--- src/design/pprj_pkg.sv ---
`default_nettype none
package pprj_pkg;

    // field and datapath widths
    localparam int DIFF_W      = 16;
    localparam int ACC_W       = 32;
    localparam int DEPTH_W     = 16;
    localparam int QUOT_W      = 25;
    localparam int DEPTH_SHIFT = 15;
    localparam int AXIS_SHIFT  = 7;
    localparam int TABLE_DEPTH = 9;
    localparam int ROW_LEN     = 3;

    // screen offsets
    localparam logic [15:0] X_OFFSET = 16'd160;
    localparam logic [15:0] Y_OFFSET = 16'd100;

    // command codes
    localparam logic CMD_PROJECT = 1'b0;
    localparam logic CMD_COEFF   = 1'b1;

    // configuration register indexes
    localparam logic [1:0] CFG_CAM_X = 2'd0;
    localparam logic [1:0] CFG_CAM_Y = 2'd1;
    localparam logic [1:0] CFG_CAM_Z = 2'd2;

    // queue between front and back
    localparam int QDEPTH = 4;
    localparam int QPTR_W = 2;
    localparam int QCNT_W = 3;

    // one projection waiting for division
    typedef struct packed {
        logic signed [QUOT_W-1:0] ax;
        logic signed [QUOT_W-1:0] ay;
        logic [DEPTH_W-1:0]       depth;
    } entry_t;

endpackage
`default_nettype wire

--- src/design/pprj_queue.sv ---
`default_nettype none
module pprj_queue (
    input  wire logic                        clk,
    input  wire logic                        rst_n,
    input  wire logic                        push,
    input  wire pprj_pkg::entry_t            push_data,
    input  wire logic                        pop,
    output pprj_pkg::entry_t                 pop_data,
    output logic [pprj_pkg::QCNT_W-1:0]      count
);
    import pprj_pkg::*;

    entry_t              mem_reg [QDEPTH];
    logic [QPTR_W-1:0]   wr_reg, rd_reg;
    logic [QCNT_W-1:0]   cnt_reg;

    assign count    = cnt_reg;
    assign pop_data = mem_reg[rd_reg];

    // pointers and fill count
    always_ff @(posedge clk or negedge rst_n)
    begin
        if (!rst_n)
        begin
            wr_reg  <= '0;
            rd_reg  <= '0;
            cnt_reg <= '0;
        end
        else
        begin
            if (push)
                wr_reg <= wr_reg + 1'b1;
            if (pop)
                rd_reg <= rd_reg + 1'b1;
            cnt_reg <= cnt_reg + {{(QCNT_W-1){1'b0}}, push} - {{(QCNT_W-1){1'b0}}, pop};
        end
    end

    // entry storage
    always_ff @(posedge clk)
    begin
        if (push)
            mem_reg[wr_reg] <= push_data;
    end

endmodule
`default_nettype wire

--- config.mk ---
export PLATFORM = sky130hd
export DESIGN_NAME = pprj_queue
export DESIGN_NICKNAME = d
export VERILOG_FILES = /design/src/design/pprj_pkg.sv /design/src/design/pprj_queue.sv
export SDC_FILE = /design/constraint.sdc
export NUM_CORES = 1
export LEC_CHECK = 0
export ABC_CLOCK_PERIOD_IN_PS = 4100
export BUFFER_PORTS_ARGS = -buffer_cell sky130_fd_sc_hd__buf_2
export CAP_MARGIN = 20
export CORE_ASPECT_RATIO = 0.75
export CORE_MARGIN = 3
export CORE_UTILIZATION = 47
export CTS_BUF_LIST = sky130_fd_sc_hd__clkbuf_2
export CTS_CLUSTER_SIZE = 40
export DETAILED_ROUTE_END_ITERATION = 8
export GPL_TIMING_DRIVEN = 0
export PLACE_DENSITY = 0.68
export SYNTH_ARGS = -nofsm -noshare
export SYNTH_HDL_FRONTEND = slang
export SYNTH_SLANG_ARGS = --single-unit
--- constraint.sdc ---
create_clock -name clk -period 4.1 [get_ports clk]
set_clock_uncertainty 0.15 [all_clocks]
set_input_delay 0.41 -clock clk [delete_from_list [all_inputs] [get_ports clk]]
set_output_delay 0.41 -clock clk [all_outputs]
set_load 0.02 [all_outputs]
Word-level counts from Yosys, hierarchy flattened
Memories as Yosys holds them, arrays and structs flattened.
Cells that the tools add are included.
{"block": "totals", "mem_bits_rw": 264, "n_memories": 1, "regBits": 7, "latch_bits": 0, "mem_bits_ro": 0}
{"block": "classes", "order_cmp": 0, "div_mod_pow": 0, "muxes": 2, "bitwise_logic": 0, "n_mul": 0, "n_reduce_logical": 0, "n_eq_ne": 0, "shift": 0, "add_sub_neg": 4}
{"memory": "mem_reg", "depth": 4, "width": 66, "read_ports": 1, "rd_clocked_by_memory_dff": 0, "wr": 1, "line_no": "pprj_queue.sv:13", "rtl": "entry_t mem_reg [QDEPTH];"}
{"op": "$add 2x1->2 const B", "n": 2}
{"op": "$add 3x1->3", "n": 1}
{"op": "$sub 3x1->3", "n": 1}
{"op": "$mux 1", "n": 2}

Depth between registers and ports, before layout
{"block": "depth", "depth_word": 2, "depth_mapped": 7, "mapped_depth_nobuf": 7}

Worst setup path after synthesis
OpenSTA, ideal clock, no wires.
{"block": "synth_path", "kind": "reg2reg", "start": "register wr_reg[0]", "end": "memory mem_reg[0][0] (netlist bit), enable pin", "required_ps": 3519, "slack_ps": 1348, "setup_ps": 431, "arrival_time_ps": 2171, "stages_incl_launch_ff": 4, "synth_period_minus_slack_ps": 2752, "path_buffers": 0, "cell_sequence": "dfrtp_1 > inv_1 > ha_1 > and2_1"}
{"element": "from (decl)", "line_no": "pprj_queue.sv:14", "rtl": "logic [QPTR_W-1:0] wr_reg, rd_reg;"}
{"element": "from (signal assigned)", "line_no": "pprj_queue.sv:32", "rtl": "wr_reg <= wr_reg + 1'b1;"}
{"element": "to (decl)", "line_no": "pprj_queue.sv:13"}
No word-level cell before the write port.

==> flow_summary.yaml <==
sta:
  layout_min_cycle_time_ps: 2929
  hold_violations: 0
  period_share: 0.7144
  tightest_slew_ps: 696.0
  max_freq_ghz: 0.3414
  tns_ps: 0
  rsz0062_at_grt: "no"
  fin_ws_ps: 1171
  relSlewSlack: 0.5360
  setup_viol: 0
  drv_slew: 0
final_layout:
  multi_input_area_mm2: 0.001673
  largest_reg_flops: 264
  area_growth_pct: 23.77
  fill_cells: 1552
  fin_nets: 728
  n_antenna_cell: 0
  drive_above_1_share: 0.4553
  fin_util: 0.5991
  fin_cells: 976
  regArea_mm2: 0.008103
run_status:
  outcome: "complete, no violations"
yosys:
  yosys_warnings: 0
  ys_seq_area_frac: 0.8167
  yosys.cell_count.top_type: "edfxtp_1"
  synth_commonest_cells: "edfxtp_1, mux4_2, dfrtp_1"
  netlist-cell-type-count: 16
  synth_area_leader_cell: "edfxtp_1"
  synth_top_area_share: 0.7991
  synthTopCellsByArea: "edfxtp_1, mux4_2, dfrtp_1, ha_1, buf_12"
  synth_seq_cells: 271
  syn_avg_cell_area_um2: 26.32
  synth_area_mm2: 0.009921
  synthArstFlopShare: 0.02583
  synth_flop_cell: "edfxtp_1"
  synth_edf_count: 264
  syn-num-nets: 454
  synth_cells: 377
clocking:
  clock_latency_ps: 750
  clk_pin_slew_ps: 100
  htreeDepth: 2
  cts_buffers: 60
  clock-root-buffer: "clkbuf_2"
  cts_tree: "built"
  clk_path_buf_depth: 3
  postCtsSetupRepairBufs: 0
  cts.sinks: 271
die:
  rows: 45
  chipHeight_um: 131.8
  die_x_um: 173.8
  die_area_mm2: 0.02291
  core-area_mm2: 0.02049
  start_util: 0.4841
  ioPinCount: 139
grt:
  track_usage: 0.1642
  grt_max_degree: 49
  grt_antenna_before_repair: 0
  grt_pass1_wl_um: 29370
  grt_pass1_vias: 5385
  grt-ovfl-total: 0
worst_hold_path:
  min-delay-start: "push_data[61]"
  whs_endpoint: "mem_reg[3][61]"
  hold_path.class: "input port to register"
  hold_depth: 2
setup_path:
  cp-end-kind: "output pin"
  cp_max_fo: 10
  r2r_end: "mem_reg[0][32]"
  cp.arrival_ps: 2370
  r2r_slack_ps: 2070
  start_kind: "register"
  critical_path_class: "register to output pin"
  cp.required_ps: 3540
  rr_worst_depth: 4
  r2r_start: "wr_reg[1]"
pwr:
  peakVddDrop_uv: 403.1
  power.density_mw_per_mm2: 668.5
  p_leak_nw: 4.399
  finalPower_w: 0.008208
placement:
  hpwl_um: 10920
  portBuffers: 138
  place.gp.congestion: 0.6981
  numPlacedInstances: 801
  post-place-ws_ps: 1889
routing:
  first_pass_iters: 4
  routedWlPerCell_um: 18.89
  via_count: 4923
  vias_per_cell: 5.044
  routed_wl_um: 18440
  drc: 0
  first_iter_violations: 286
  ant_nets: 0
job:
  maxCapViolations: 0
## cell usage in the layout, fill, tap and decap left out
master	count
nand2_1	2
fa_1	1
mux4_2	66
dfrtp_1	7
inv_1	6
buf_1	3
o21ai_0	1
buf_12	5
buf_6	1
dlygate4sd3_1	70
and2_4	4
clkinv_1	13
clkinv_2	1
clkbuf_2	91
edfxtp_1	264
xnor2_1	3
xor2_1	2
buf_16	2
buf_2	142
ha_1	6
buf_4	4
## metrics by stage
step / hold slack [ps] / instance area [µm²]
finish: 231.3 / 12280
global route: 120.5 / 12280
CTS: 114.2 / 12280
detailed placement: 106.7 / 11070
global placement: 100.1 / 10960
floorplan: -35.59 / 9921
## cell families after synthesis
kind of cell	Yosys count	synth area share
muxes	66	0.1498
xor gates and xnor gates	5	0.004415
buffers and inverters	21	0.01564
DFF	271	0.8167
AOI/OAI and AO/OA	1	0.0005040
and+or+nand+nor	6	0.003279
adders and majority gates	7	0.009585
## metal layers
layer | global-route usage | vias to the layer above | part of all wire
met5 | 0 | - | 0
met4 | 0.05134 | 0 | 0.015
met3 | 0.04404 | 29 | 0.067
met2 | 0.2594 | 175 | 0.48
met1 | 0.2273 | 2521 | 0.44
li1 | - | 2198 | -
## cell type report
cell class,count,share of cell area
sequential,271,0.6599
multi-input combinational,85,0.1362
timing repair buffer,212,0.1211
clock buffer,91,0.03709
tap,282,0.02873
buffer,15,0.01080
clock inverter,14,0.004381
inverter,6,0.001834
## critical path: stages, from the launching register on
cell     delay (ps)
dfrtp_1         410
buf_2           310
buf_2           360
mux4_2          360
buf_2           170
## timing repair
item                                    4_1_cts  5_1_grt
endpoints found under the hold margin       277        0
endpoints found under the setup margin        0        0
resized for setup                             0        0
hold buffers                                 70        0
## worst max-delay path by stage
| stage | startpoint | end | slack, ps |
|---|---|---|---|
| floorplan | wr_reg[0] | mem_reg[0][0] | 1350 |
| global placement | push | mem_reg[2][40] | 160 |
| detailed placement | rd_reg[1] | pop_data[47] | 1890 |
| CTS | rd_reg[1] | pop_data[47] | 990 |
| global route | rd_reg[1] | pop_data[47] | 940 |
| finish | rd_reg[1] | pop_data[48] | 1170 |
## power by group
part | internal, W | switching (W) | total [W]
logic | 0.00125 | 0.00171 | 0.00296
registers | 0.00362 | 0.000115 | 0.00373
clock network | 0.000582 | 0.000936 | 0.00152
No activity file was read; power rests on OpenSTA's default activity.
