$ cat src/design/pprj_pkg.sv
`default_nettype none
package pprj_pkg;

    // field and datapath widths
    localparam int DIFF_W      = 16;
    localparam int ACC_W       = 32;
    localparam int DEPTH_W     = 16;
    localparam int QUOT_W      = 25;
    localparam int DEPTH_SHIFT = 15;
    localparam int AXIS_SHIFT  = 7;
    localparam int TABLE_DEPTH = 9;
    localparam int ROW_LEN     = 3;

    // screen offsets
    localparam logic [15:0] X_OFFSET = 16'd160;
    localparam logic [15:0] Y_OFFSET = 16'd100;

    // command codes
    localparam logic CMD_PROJECT = 1'b0;
    localparam logic CMD_COEFF   = 1'b1;

    // configuration register indexes
    localparam logic [1:0] CFG_CAM_X = 2'd0;
    localparam logic [1:0] CFG_CAM_Y = 2'd1;
    localparam logic [1:0] CFG_CAM_Z = 2'd2;

    // queue between front and back
    localparam int QDEPTH = 4;
    localparam int QPTR_W = 2;
    localparam int QCNT_W = 3;

    // one projection waiting for division
    typedef struct packed {
        logic signed [QUOT_W-1:0] ax;
        logic signed [QUOT_W-1:0] ay;
        logic [DEPTH_W-1:0]       depth;
    } entry_t;

endpackage
`default_nettype wire

$ cat src/design/pprj_back.sv
`default_nettype none
module pprj_back (
    input  wire logic                        clk,
    input  wire logic                        rst_n,
    input  wire logic [pprj_pkg::QCNT_W-1:0] q_count,
    input  wire pprj_pkg::entry_t            pop_data,
    output logic                             pop,
    output logic                             out_valid,
    input  wire logic                        out_stall,
    output logic [15:0]                      screen_x,
    output logic [15:0]                      screen_y,
    output logic [15:0]                      depth_out
);
    import pprj_pkg::*;

    localparam int NB = QUOT_W;

    logic [NB:0]          v_reg;
    logic [NB-1:0]        nx_reg [NB+1];
    logic [NB-1:0]        ny_reg [NB+1];
    logic [DEPTH_W-1:0]   rx_reg [NB+1];
    logic [DEPTH_W-1:0]   ry_reg [NB+1];
    logic [DEPTH_W-1:0]   d_reg  [NB+1];
    logic [NB:0]          sx_reg, sy_reg;

    logic [NB-1:0]        nx_next [NB+1];
    logic [NB-1:0]        ny_next [NB+1];
    logic [DEPTH_W-1:0]   rx_next [NB+1];
    logic [DEPTH_W-1:0]   ry_next [NB+1];

    logic                 out_valid_reg;
    logic [15:0]          sxo_reg, syo_reg, dep_reg;
    logic                 adv;
    logic [DEPTH_W:0]     tx, ty;
    logic [15:0]          qx, qy;

    // whole pipeline holds while the output is stalled
    assign adv       = !(out_valid_reg && out_stall);
    assign pop       = adv && (q_count != '0);
    assign out_valid = out_valid_reg;
    assign screen_x  = sxo_reg;
    assign screen_y  = syo_reg;
    assign depth_out = dep_reg;

    // one restoring step per stage for both axes
    always_comb
    begin
        nx_next[0] = pop_data.ax[NB-1] ? NB'(-pop_data.ax) : NB'(pop_data.ax);
        ny_next[0] = pop_data.ay[NB-1] ? NB'(-pop_data.ay) : NB'(pop_data.ay);
        rx_next[0] = '0;
        ry_next[0] = '0;
        tx = '0;
        ty = '0;
        for (int k = 1; k <= NB; k++)
        begin
            tx = {rx_reg[k-1], nx_reg[k-1][NB-1]};
            ty = {ry_reg[k-1], ny_reg[k-1][NB-1]};
            if (tx >= {1'b0, d_reg[k-1]})
            begin
                rx_next[k] = DEPTH_W'(tx - {1'b0, d_reg[k-1]});
                nx_next[k] = {nx_reg[k-1][NB-2:0], 1'b1};
            end
            else
            begin
                rx_next[k] = tx[DEPTH_W-1:0];
                nx_next[k] = {nx_reg[k-1][NB-2:0], 1'b0};
            end
            if (ty >= {1'b0, d_reg[k-1]})
            begin
                ry_next[k] = DEPTH_W'(ty - {1'b0, d_reg[k-1]});
                ny_next[k] = {ny_reg[k-1][NB-2:0], 1'b1};
            end
            else
            begin
                ry_next[k] = ty[DEPTH_W-1:0];
                ny_next[k] = {ny_reg[k-1][NB-2:0], 1'b0};
            end
        end
    end

    // stage valids and output valid
    always_ff @(posedge clk or negedge rst_n)
    begin
        if (!rst_n)
        begin
            v_reg         <= '0;
            out_valid_reg <= 1'b0;
        end
        else if (adv)
        begin
            v_reg         <= {v_reg[NB-1:0], pop};
            out_valid_reg <= v_reg[NB];
        end
    end

    // stage payload
    always_ff @(posedge clk)
    begin
        if (adv)
        begin
            nx_reg[0] <= nx_next[0];
            ny_reg[0] <= ny_next[0];
            rx_reg[0] <= rx_next[0];
            ry_reg[0] <= ry_next[0];
            d_reg[0]  <= pop_data.depth;
            sx_reg[0] <= pop_data.ax[NB-1];
            sy_reg[0] <= pop_data.ay[NB-1];
            for (int k = 1; k <= NB; k++)
            begin
                nx_reg[k] <= nx_next[k];
                ny_reg[k] <= ny_next[k];
                rx_reg[k] <= rx_next[k];
                ry_reg[k] <= ry_next[k];
                d_reg[k]  <= d_reg[k-1];
                sx_reg[k] <= sx_reg[k-1];
                sy_reg[k] <= sy_reg[k-1];
            end
        end
    end

    // signed quotient plus screen offset
    always_comb
    begin
        qx = sx_reg[NB] ? (16'd0 - nx_reg[NB][15:0]) : nx_reg[NB][15:0];
        qy = sy_reg[NB] ? (16'd0 - ny_reg[NB][15:0]) : ny_reg[NB][15:0];
    end

    // output register
    always_ff @(posedge clk)
    begin
        if (adv)
        begin
            sxo_reg <= qx + X_OFFSET;
            syo_reg <= qy + Y_OFFSET;
            dep_reg <= d_reg[NB];
        end
    end

endmodule
`default_nettype wire

$ cat config.mk
export PLATFORM = sky130hd
export DESIGN_NAME = pprj_back
export DESIGN_NICKNAME = d
export VERILOG_FILES = /design/src/design/pprj_pkg.sv /design/src/design/pprj_back.sv
export SDC_FILE = /design/constraint.sdc
export NUM_CORES = 2
export LEC_CHECK = 0
export ABC_AREA = 1
export BUFFER_PORTS_ARGS = -buffer_cell sky130_fd_sc_hd__buf_2
export CORE_ASPECT_RATIO = 1.75
export CORE_MARGIN = 2
export CORE_UTILIZATION = 51
export CTS_CLUSTER_SIZE = 8
export DETAILED_ROUTE_END_ITERATION = 10
export GPL_TIMING_DRIVEN = 0
export PLACE_DENSITY_LB_ADDON = 0.05
export SETUP_SLACK_MARGIN = 0.2
export SYNTH_ARGS = -nofsm -noshare
export SYNTH_HDL_FRONTEND = slang
export SYNTH_SLANG_ARGS = --single-unit
$ cat constraint.sdc
create_clock -name clk -period 124.5 [get_ports clk]
set_clock_uncertainty 0.2 [all_clocks]
set_input_delay 31.125 -clock clk [delete_from_list [all_inputs] [get_ports clk]]
set_output_delay 31.125 -clock clk [all_outputs]
set_load 0.02 [all_outputs]
=== Yosys cells after proc, flatten, opt, wreduce, memory -nomap -nowiden ===
Memory sizes are Yosys's and may differ from the RTL's. A register that Yosys moved wholly into a read port is not among the register bits.
Cells that the tools add are included.

* Logic and storage cells: 227
* Register bits after elaboration: 111
* Bits in latches: 0
* Memories: 5
* Memory bits (writable): 2548
* Input bits: 72
* ROM bits: 0

* $mul: 0
* Shift operators: 0
* Divide/modulo/power cells: 0
* $add $sub $neg: 56
* Eq/ne operators: 0
* $lt $le $gt $ge: 50
* Reductions and logical operators: 5
* Mux-type cells: 105
* Bitwise gates (word level): 0

{| class="wikitable"
|+ Memory list
! memory !! words !! bits a word !! read ports !! clocked after memory_dff !! wr ports !! line !! text
|-
| nx_reg || 26 || 25 || 26 || 0 || 26 || pprj_back.sv:19 || <nowiki>logic [NB-1:0] nx_reg [NB+1];</nowiki>
|-
| ny_reg || 26 || 25 || 26 || 0 || 26 || pprj_back.sv:20 || <nowiki>logic [NB-1:0] ny_reg [NB+1];</nowiki>
|-
| d_reg || 26 || 16 || 26 || 1 || 26 || pprj_back.sv:23 || <nowiki>logic [DEPTH_W-1:0] d_reg [NB+1];</nowiki>
|-
| rx_reg || 26 || 16 || 25 || 0 || 26 || pprj_back.sv:21 || <nowiki>logic [DEPTH_W-1:0] rx_reg [NB+1];</nowiki>
|-
| ry_reg || 26 || 16 || 25 || 0 || 26 || pprj_back.sv:22 || <nowiki>logic [DEPTH_W-1:0] ry_reg [NB+1];</nowiki>
|}

{| class="wikitable"
|+ Operators with widths
! cell !! number
|-
| greater-or-equal comparator 17 x 16 -> 1 bit || 50
|-
| 2-to-1 mux 16 bit || 52
|-
| subtractor 16 bit || 50
|-
| 2-to-1 mux 1 bit || 51
|-
| 2-to-1 mux 25 bit || 2
|-
| negator 25 bit || 2
|-
| subtractor 1 x 16 -> 16 bit (first input constant) || 2
|-
| adder 16 x 7 -> 16 bit (second input constant) || 1
|-
| adder 16 x 8 -> 16 bit (second input constant) || 1
|-
| nonzero test 3 bit || 1
|-
| logical AND 1 bit || 2
|-
| logical NOT 1 bit || 2
|}

=== Longest topological paths before layout ===
An unclocked memory read counts as a cell.

* Depth after elaboration: 4
* Mapped depth: 16
* Mapped depth without buffers: 16

=== Worst setup path before layout ===
No wires, ideal clock.

* Path kind: input-to-reg
* From: input out_stall
* To: register v_reg[10]
* Buffers on the path: 1
* Setup slack: 29268 ps
* Data required time: 121891 ps
* Arrival time: 92623 ps
* Stages: 3
* Path through: nand2_1 > clkbuf_1 > a21oi_1

* Word-level cells in the longest chain between the ends: 1

{| class="wikitable"
|+ RTL lines
! item !! line !! text
|-
| start, declared || pprj_back.sv:9 || <nowiki>input wire logic out_stall,</nowiki>
|-
| logical AND 1 bit || pprj_back.sv:38 || <nowiki>assign adv = !(out_valid_reg && out_stall);</nowiki>
|-
| end signal, assigned || pprj_back.sv:91 || <nowiki>v_reg <= {v_reg[NB-1:0], pop};</nowiki>
|-
| end, declared || pprj_back.sv:18 || <nowiki>logic [NB:0] v_reg;</nowiki>
|}

No other way between the ends.
A chain may end at the register's enable or synchronous reset.

=== Worst setup path after layout ===
* From: input out_stall
* To: output pop

* Word-level cells in the longest chain between the ends: 3

{| class="wikitable"
|+ RTL lines
! item !! line !! text
|-
| logical AND 1 bit || pprj_back.sv:38 ||
|-
| logical NOT 1 bit || pprj_back.sv:38 ||
|-
| logical AND 1 bit || pprj_back.sv:39 || <nowiki>assign pop = adv && (q_count != '0);</nowiki>
|-
| end, declared || pprj_back.sv:7 || <nowiki>output logic pop,</nowiki>
|}

No other way between the ends.

==> summary.md <==
| Metric | Value |
|---|---|
| Status | `complete, no violations` |
| Hold WC Path Type | `reg -> reg` |
| Crit path launch | `out_stall` |
| Post-detail-place hpwl | `288000 um` |
| Clock sink count | `2233` |
| Setup fix buffers added after clock tree synthesis | `0` |
| Global-route wire length before repair | `529000 um` |
| Core ar. | `233000 um^2` |
| Antenna violations before repair | `16` |
| Layout cells sized above 1 | `8.22%` |
| H-Tree Depth | `5` |
| Post-synth EDFFs | `2206` |
| I/O Buffers | `121` |
| R2R Path Start | `out_valid$_DFFE_PN0N_` |
| Cell Area, Synth | `119000 um^2` |
| Max-cap violations | `0` |
| Worst Max-Slew Pin Slew | `1.11 ns` |
| Max-slew violation count | `0` |
| Post-CTS resize count | `0` |
| Routability cong. | `1.02` |
| Root Driver | `clkbuf_16` |
| CP Launch Type | `primary input` |
| Post-CTS Hold Fix Bufs | `0` |
| Relative slew slack | `25.5%` |
| Largest net degree at the start of global routing | `76` |
| Synth cell types | `53` |
| TNS Setup | `0 ns` |
| Ys flop type | `edfxtp_1` |
| Fillers | `20.2k` |
| Total GRT Usage | `30.0%` |
| Fin nets | `13.1k` |
| Chip height | `644 um` |
| Period utilization | `51.3%` |
| Cells after Synth | `11.7k` |
| YS warnings | `0` |
| Peak Freq | `15.7 MHz` |
| Share of the synthesized area in the top cell type | `55.4%` |
| Gr ovfl total | `0` |
| Net Count, Synth | `12.6k` |
| Hold_sp | `ny_reg[0][273]$_DFFE_PN_` |
| Num rows | `235` |
| Req. time, crit path | `93.17 ns` |
| Most frequent cells in the layout | `nand2_1, edfxtp_1, nand3_1` |
| Unrepaired setup endpoints after global routing | `no` |
| Asr flop ratio synth | `1.21%` |
| Top post-synthesis cells by area | `edfxtp_1, nand2_1, ha_1` |
| Yosys reg bits | `2233` |
| Minimum clock period | `63.81 ns` |
| Layout area overhead | `11.8%` |
| CTS tree | `done` |
| Clock Pin Slew Worst Setup and Hold Paths | `0.05 ns` |
| Die Span X | `370 um` |
| DRC Markers | `0` |
| Crit-path max FO | `10` |
| IO Count | `122` |
| Part of the Yosys area used for sequential elements | `56.0%` |
| Mean Syn Cell Area | `10.2 um^2` |
| Final core occ | `57.2%` |
| Clk_lat worst skew | `0.90 ns` |
| Post-DR vias/cell | `5.55` |
| Final WL | `359000 um` |
| CP arrival | `32.49 ns` |
| Drt wl/cell | `23.4 um` |
| Setup Crit Path Kind | `in -> out` |
| Vias in the first global route | `86.9k` |
| ANT nets after route | `0` |
| CTS Buffer Depth | `4` |
| Die area | `238000 um^2` |
| Via count | `85.0k` |
| First-pass DRT Iterations | `8` |
| CTS buffer count | `322` |
| Starting DRC count in detailed routing | `5866` |
| Crit path capture type | `output port` |
| Initial Util | `51.2%` |
| Commonest non-fill, non-tap cell in the layout | `nand2_1` |
| Area leader, netlist | `edfxtp_1` |
| Setup violators final | `0` |
| Final hold vios | `0` |
## path summary, 6_finish.rpt
kind                                             to  slack, ns  cells after the start
hold / removal             ny_reg[0][299]$_DFFE_PN_       0.17                      0
min in group asynchronous      v_reg[2]$_DFFE_PN0N_      30.07                      1
hold reg to reg            ny_reg[0][299]$_DFFE_PN_       0.17                      0
setup reg to reg           ny_reg[1][155]$_DFFE_PN_     119.65                     10
setup / recovery                                pop      60.69                      6
max in group asynchronous     v_reg[20]$_DFFE_PN0N_      93.58                      1
## final cells by class
class	instances	area [um^2]	share of cell area (%)
Antenna cell	28	70.1	0.0524
Buffer	153	1090	0.815
Clock buffer	350	8210	6.14
Clock inverter	25	480	0.360
Inverter	1085	4080	3.05
Multi-Input combinational cell	8210	47400	35.5
Sequential cell	2233	66900	50.1
Tap cell	3081	3850	2.89
Timing Repair Buffer	155	1530	1.14
## cells in the mapped netlist (46+ instances only)
cell type / number
edfxtp_1: 2206
nand2_4: 56
xnor2_1: 158
o21bai_1: 47
a21oi_1: 719
ha_1: 778
nand2_2: 85
inv_1: 1060
nand3_1: 1116
fa_1: 46
o21ai_2: 60
nand4_1: 78
a21o_1: 150
nor2_1: 736
o21ai_0: 368
nand2_1: 3029
buf_2: 77
nor3_1: 110
xor2_1: 411
## kinds of logic (layout without fill, tap and decap cells)
group	Yosys count	count (layout)	share of synthesized area, %
DFF	2233	2233	56.0
adders and majority gates	824	824	8.92
AOI/OAI and AO/OA	1472	1472	7.09
xor gates and xnor gates	569	569	4.17
buffers and inverters	1238	1768	4.32
and+or+nand+nor	5345	5345	19.5
other	0	28	0
## worst max-delay path: stages
cell and delay (ns):
buf_2 0.13, nand2_1 0.23, clkbuf_1 0.52, o31ai_1 0.20, inv_1 0.10, buf_2 0.16
## per-stage QoR
stage | hold WS, ns | setup WS, ns | cells | instance area [um^2]
final | 0.174 | 60.69 | 15300 | 134000
after global routing | 0.182 | 60.56 | 15300 | 134000
after CTS | 0.175 | 60.68 | 15300 | 134000
after detailed placement | 0.205 | 60.71 | 14900 | 125000
after global placement | 0.200 | 9.62 | 14900 | 124000
after floorplan | 0.200 | 29.27 | 11700 | 119000
## metal layers
layer / vias to the layer above / wire length [um] / track usage [%]
met5: - / 86 / 0
met4: 12 / 36500 / 25.5
met3: 1039 / 12700 / 3.46
met2: 2408 / 192000 / 56.3
met1: 40300 / 118000 / 28.7
li1: 41300 / - / -
Power is not shown: default switching activity piles up to over one toggle a cycle in this logic, so the estimate is an artifact.
